### config.mk
export PLATFORM = sky130hd
export DESIGN_NAME = tmx_seq
export DESIGN_NICKNAME = d
export VERILOG_FILES = /design/src/tmx_pkg.sv /design/src/tmx_seq.sv
export SDC_FILE = /design/constraint.sdc
export NUM_CORES = 1
export LEC_CHECK = 0
export ABC_AREA = 1
export BUFFER_PORTS_ARGS = -buffer_cell sky130_fd_sc_hd__buf_2
export CORE_ASPECT_RATIO = 0.5
export CORE_MARGIN = 4
export CORE_UTILIZATION = 25
export CTS_CLUSTER_DIAMETER = 200
export DETAILED_ROUTE_END_ITERATION = 8
export PLACE_DENSITY = 0.43
export SLEW_MARGIN = 20
export SYNTH_ARGS = -nofsm -noshare
export SYNTH_HDL_FRONTEND = slang
export SYNTH_SLANG_ARGS = --single-unit
### constraint.sdc
create_clock -name clk -period 5.85 [get_ports clk]
set_clock_uncertainty 0.15 [all_clocks]
set_input_delay 0.2925 -clock clk [delete_from_list [all_inputs] [get_ports clk]]
set_output_delay 0.2925 -clock clk [all_outputs]
set_load 0.005 [all_outputs]
### src/tmx_pkg.sv
package tmx_pkg;

  // Default sizing of the trie
  localparam int KEY_BITS_DEF   = 32;
  localparam int NODE_COUNT_DEF = 4096;

  // Fixed port width of the key and result fields
  localparam int VALUE_W = 32;

  // Item kinds
  localparam logic KIND_INSERT = 1'b0;
  localparam logic KIND_QUERY  = 1'b1;

  typedef enum logic [1:0] {
    ST_IDLE,
    ST_WALK,
    ST_ALLOC
  } tmx_state_t;

  typedef struct packed {
    logic [VALUE_W-1:0] best_xor;
    logic               empty_res;
    logic               pool_full;
  } tmx_result_t;

endpackage

### src/tmx_seq.sv
module tmx_seq #(
  parameter int KEY_BITS   = tmx_pkg::KEY_BITS_DEF,
  parameter int NODE_COUNT = tmx_pkg::NODE_COUNT_DEF,
  localparam int IDX_W = $clog2(NODE_COUNT),
  localparam int LVL_W = (KEY_BITS > 1) ? $clog2(KEY_BITS) : 1,
  localparam int CNT_W = $clog2(NODE_COUNT + 1),
  localparam int SUM_W = CNT_W + 1
) (
  input  logic                          clk,
  input  logic                          rst,
  input  logic                          start,
  input  logic                          kind,
  input  logic [tmx_pkg::VALUE_W-1:0]   value,
  output logic                          busy,
  output logic                          fin,
  output tmx_pkg::tmx_result_t          res,
  output logic                          mem_we,
  output logic [IDX_W-1:0]              mem_waddr,
  output logic [1:0][IDX_W-1:0]         mem_wdata,
  output logic                          mem_re,
  output logic [IDX_W-1:0]              mem_raddr,
  input  logic [1:0][IDX_W-1:0]         mem_rdata
);

  tmx_pkg::tmx_state_t state, state_next;

  logic [LVL_W-1:0]    lvl, lvl_next;
  logic [IDX_W-1:0]    cur, cur_next;
  logic [KEY_BITS-1:0] key, key_next;
  logic                kind_q, kind_q_next;
  logic [KEY_BITS-1:0] acc, acc_next;
  logic [CNT_W-1:0]    nf, nf_next;
  logic                has_values, has_values_next;
  logic                root_ok, root_ok_next;

  logic [1:0][IDX_W-1:0] links;
  logic                  bit_cur, bit_dn;
  logic [IDX_W-1:0]      same, opp, nf_idx;
  logic                  lvl_zero, need_over;
  logic [LVL_W-1:0]      lvl_dn;
  logic [KEY_BITS-1:0]   acc_new;

  // Root entry reads as empty until first written after reset
  assign links    = (cur == '0 && !root_ok) ? '0 : mem_rdata;
  assign bit_cur  = key[lvl];
  assign same     = links[bit_cur];
  assign opp      = links[~bit_cur];
  assign lvl_zero = (lvl == '0);
  assign lvl_dn   = lvl - LVL_W'(1);
  assign bit_dn   = key[lvl_dn];
  assign nf_idx   = nf[IDX_W-1:0];
  assign need_over = (SUM_W'(nf) + SUM_W'(lvl) + SUM_W'(1)) > SUM_W'(NODE_COUNT);
  assign acc_new  = (opp != '0) ? (acc | (KEY_BITS'(1) << lvl)) : acc;
  assign busy     = (state != tmx_pkg::ST_IDLE);

  always_ff @(posedge clk) begin
    if (rst) begin
      state      <= tmx_pkg::ST_IDLE;
      nf         <= CNT_W'(1);
      has_values <= 1'b0;
      root_ok    <= 1'b0;
    end else begin
      state      <= state_next;
      nf         <= nf_next;
      has_values <= has_values_next;
      root_ok    <= root_ok_next;
    end
  end

  always_ff @(posedge clk) begin
    lvl    <= lvl_next;
    cur    <= cur_next;
    key    <= key_next;
    kind_q <= kind_q_next;
    acc    <= acc_next;
  end

  // Next state
  always_comb begin
    state_next = state;
    unique case (state)
      tmx_pkg::ST_IDLE: begin
        if (start && !(kind == tmx_pkg::KIND_QUERY && !has_values)) begin
          state_next = tmx_pkg::ST_WALK;
        end
      end
      tmx_pkg::ST_WALK: begin
        if (kind_q == tmx_pkg::KIND_QUERY) begin
          if ((opp == '0 && same == '0) || lvl_zero) begin
            state_next = tmx_pkg::ST_IDLE;
          end
        end else if (same != '0) begin
          if (lvl_zero) begin
            state_next = tmx_pkg::ST_IDLE;
          end
        end else if (need_over) begin
          state_next = tmx_pkg::ST_IDLE;
        end else begin
          state_next = tmx_pkg::ST_ALLOC;
        end
      end
      tmx_pkg::ST_ALLOC: begin
        if (lvl_zero) begin
          state_next = tmx_pkg::ST_IDLE;
        end
      end
      default: state_next = tmx_pkg::ST_IDLE;
    endcase
  end

  // Datapath and outputs
  always_comb begin
    lvl_next        = lvl;
    cur_next        = cur;
    key_next        = key;
    kind_q_next     = kind_q;
    acc_next        = acc;
    nf_next         = nf;
    has_values_next = has_values;
    root_ok_next    = root_ok;
    mem_we          = 1'b0;
    mem_waddr       = cur;
    mem_wdata       = '0;
    mem_re          = 1'b0;
    mem_raddr       = '0;
    fin             = 1'b0;
    res             = '0;
    unique case (state)
      tmx_pkg::ST_IDLE: begin
        if (start) begin
          key_next    = value[KEY_BITS-1:0];
          kind_q_next = kind;
          lvl_next    = LVL_W'(KEY_BITS - 1);
          cur_next    = '0;
          acc_next    = '0;
          if (kind == tmx_pkg::KIND_QUERY && !has_values) begin
            fin           = 1'b1;
            res.empty_res = 1'b1;
          end else begin
            mem_re    = 1'b1;
            mem_raddr = '0;
          end
        end
      end
      tmx_pkg::ST_WALK: begin
        if (kind_q == tmx_pkg::KIND_QUERY) begin
          // Prefer the opposite bit, fall back to the same bit
          acc_next = acc_new;
          if ((opp == '0 && same == '0) || lvl_zero) begin
            fin          = 1'b1;
            res.best_xor = tmx_pkg::VALUE_W'(acc_new);
          end else begin
            cur_next  = (opp != '0) ? opp : same;
            lvl_next  = lvl_dn;
            mem_re    = 1'b1;
            mem_raddr = (opp != '0) ? opp : same;
          end
        end else if (same != '0) begin
          if (lvl_zero) begin
            fin             = 1'b1;
            has_values_next = 1'b1;
          end else begin
            cur_next  = same;
            lvl_next  = lvl_dn;
            mem_re    = 1'b1;
            mem_raddr = same;
          end
        end else if (need_over) begin
          // Refuse the whole insert: nothing allocated
          fin           = 1'b1;
          res.pool_full = 1'b1;
        end else begin
          // Link the first new node into the existing parent
          mem_we             = 1'b1;
          mem_waddr          = cur;
          mem_wdata          = links;
          mem_wdata[bit_cur] = nf_idx;
          if (cur == '0) begin
            root_ok_next = 1'b1;
          end
          cur_next = nf_idx;
          nf_next  = nf + CNT_W'(1);
        end
      end
      tmx_pkg::ST_ALLOC: begin
        mem_we    = 1'b1;
        mem_waddr = cur;
        if (lvl_zero) begin
          // Leaf: both children empty
          fin             = 1'b1;
          has_values_next = 1'b1;
        end else begin
          mem_wdata[bit_dn] = nf_idx;
          cur_next          = nf_idx;
          nf_next           = nf + CNT_W'(1);
          lvl_next          = lvl_dn;
        end
      end
      default: ;
    endcase
  end

  a_fin_idle: assert property (@(posedge clk) disable iff (rst)
    fin |=> state == tmx_pkg::ST_IDLE)
    else $error("sequencer not idle after finishing an item");

  a_pool_bound: assert property (@(posedge clk) disable iff (rst)
    nf <= CNT_W'(NODE_COUNT))
    else $error("free node counter ran past the pool");

  a_write_ctx: assert property (@(posedge clk) disable iff (rst)
    mem_we |-> (state == tmx_pkg::ST_WALK || state == tmx_pkg::ST_ALLOC)
               && kind_q == tmx_pkg::KIND_INSERT)
    else $error("node write outside an insert");

  a_full_clean: assert property (@(posedge clk) disable iff (rst)
    fin && res.pool_full |-> res.best_xor == '0 && !res.empty_res && !mem_we)
    else $error("refused insert carries other flags or writes");

  a_alloc_root: assert property (@(posedge clk) disable iff (rst)
    state == tmx_pkg::ST_ALLOC |-> cur != '0)
    else $error("allocation chain points at the root");

endmodule

==> impl_results.md <==
- Status: completed
- Vias per cell: approximately 4.8
- CTS tree: yes
- Most used cell, CP: nand2_1
- Synth unique cells: 40
- Number of diodes: 0
- Final hold violations: 0
- Crit-path cells: inv_2, nand2_1, a21oi_1, nor2_1, nand2_1, nand3_1, nand2_1, buf_4, nand2_1, nand2_1, nand2_1, nor2_1, nand3_2, inv_1, nand2_1, nand2_1, nand2_1, nand2_1, nor3b_1, buf_2
- DRC: 0
- HP Class: in2reg
- Largest stage delay, worst path: 0.67 ns
- Power per cell area: 259 nW/µm²
- Share of layout cells above drive strength 1: roughly 16%
- Vias in the first global route: 7,259
- Critical path startpoint category: flip-flop
- Dominant cell type by area after synthesis: edfxtp_1
- Num Clock Sinks: approximately 100
- Area growth from synthesis to layout: 22.8%
- Port bufs: about 150
- Clock Latency Late Sink: approximately 0.36 ns
- Netlist Area Pre-Place: 7130 µm²
- Ys async rst share: 0%
- Max Transition Viols Final: 0
- CP Class: reg2out
- DR iter-0 viols: 602
- Most common flop cell mapped by yosys: edfxtp_1
- Setup-failing EPs final: 0
- Warnings, synthesis: 0
- CTS root buf: clkbuf_16
- Rel. slew slack: roughly a third
- DIE WIDTH: approximately 250 µm
- Syn_nets: 1,091
- Clk slew on worst S/H paths: 0.07 ns
- F_max: 0.192 GHz
- Syn_area_per_cell: 7.02 µm²
- Static Leakage: 0.00371 µW
- Unrepaired setup endpoints after global routing: false
- Gr ovfl total: 0
- Number of I/O pins: 146
- Area of the die: roughly 31,000 µm²
- Worst slack, placed: 1.13 ns
- First-pass GRT wire length: 42,600 µm
- Worst-path maximum fanout: 20
- Gp weighted congestion: 0.890
- Core area: 27,900 µm²
- Multi-input gate area: 3710 µm²
- Die Y: 127 µm
- FF+latch count, synth: 99
- Setup ws final: 0.628 ns
- Starting Density: 25.6%
- Kind of end point of the critical path: output port
- Minimum clock period: 5.22 ns
- TritonCTS Buffers: 9
- Area contributors post-synth: edfxtp_1, nand2_1, nor2_1
- H-tree level count: 3
- Rows: 43
- Detailed-placement wirelength estimate: 21,400 µm
- Mapped Cells: roughly 1,000
- Worst VDD drop: about 0.00014 V
- Register area: between 2000 and 3000 µm²
- Routed len/inst: 18.3 µm
- First-pass DRT Iterations: 4
- Largest net degree at the start of global routing: 41
- Final WL: 28,200 µm
- Initial antenna violation count: 0
- Vias: 7,425
- Final worst-path cycle share: 89.3%
- Commonest cells in the netlist: nand2_1, nor2_1, nand3_1
- Slowest CP cell: edfxtp_1
- Required time worst endpoint: 5.41 ns
- Antenna viol nets, final: 0
- Layout net count: 1,228
- Count leader, synth: nand2_1
- Synth top area share: 34.6%
- Sequential share of the synthesized area: between 30 and 40%
- CTS Buffer Depth: 2
- FILL cells: 3,129
- CP arrival: 4.78 ns
- EDFF count, synth: 82
- Setup TNS: 0 ns
- Max_cap viols: 0
- All-Layer GR Usage: 17.5%
- Slew @ Worst Pin: 1.00 ns
[path summary, 6_finish.rpt]
path                           start  slack (ns)  cells after the start                 endpoint
min reg2reg  has_values$_SDFFE_PP0P_        0.32                      2  has_values$_SDFFE_PP0P_
min                              rst        0.21                      2    state[0]$_SDFFE_PP0P_
max reg2reg         lvl[2]$_DFFE_PP_        1.09                     21         cur[7]$_DFFE_PP_
max                 lvl[2]$_DFFE_PP_        0.63                     20             mem_raddr[1]
[power breakdown]
| group | internal [µW] | leakage (µW) | switching (µW) |
|---|---|---|---|
| sequential | 859 | 0.000947 | 54.0 |
| clock | 337 | 0.000143 | 287 |
| combinational | 217 | 0.00262 | 510 |
[sequential cells by signal (all words and copies together), names as in the netlist]
register,cells
root_ok,1
kind_q,1
acc,32
lvl,5
nf,13
has_values,1
state,2
key,32
cur,12
[area by class of cell]
class	count	share of cell area [%]
well taps	382	5.46
multi-input cells	768	42.4
clock inverters	6	0.801
inverters	84	3.60
flip-flops and latches	99	32.0
repair buffers	190	13.1
clock buffers	10	2.62
[through the flow]
stage	total power (µW)	hold WS, ns	instances	utilization, %	instance area, µm²
finish	2260	0.213	1539	31.4	8750
CTS	2280	0.206	1539	31.4	8750
floorplan	1390	0.241	1015	-	7130
global placement	1640	0.295	1490	29.1	8120
global route	2400	0.211	1539	31.4	8750
detailed placement	1630	0.308	1490	29.1	8120
[cell families (layout without fill, tap and decap cells)]
family	count (synthesis)	in the layout	synth area share, %
fa+ha+maj	16	16	2.91
flops	99	99	39.3
buf+inv	148	290	8.69
compound gates	185	185	14.4
simple gates	546	546	32.0
mux	4	4	0.562
xor+xnor	17	17	2.09
[cells in the final DEF (no fill, tap or decap), types with 16 or more instances in the layout]
master and instances:
nand2_1 251, nor2_1 156, buf_2 145, dfxtp_1 17
a21oi_1 90, inv_1 72, edfxtp_1 82, nand3_1 106
o21ai_0 51, xor2_1 16, dlygate4sd3_1 33
[what timing repair did]
action	CTS	global route
gates resized for setup	0	0
hold buffers	33	0
hold endpoints to repair	33	0
buffers inserted	0	0
[per-layer routing]
layer	track usage (%)	vias to the layer above	routed length [µm]
met1	24.5	3540	13300
met2	28.5	190	13000
met4	4.63	0	561
li1	-	3658	-
met5	0	-	0
met3	2.68	37	1330
[worst max-delay path: cells and delay by family (launching register included)]
family,cells,cell delay (ns)
compound gates,1,0.17
buf+inv,4,0.88
flops,1,0.67
simple gates,15,2.70
(Power assumes the default switching activity.)
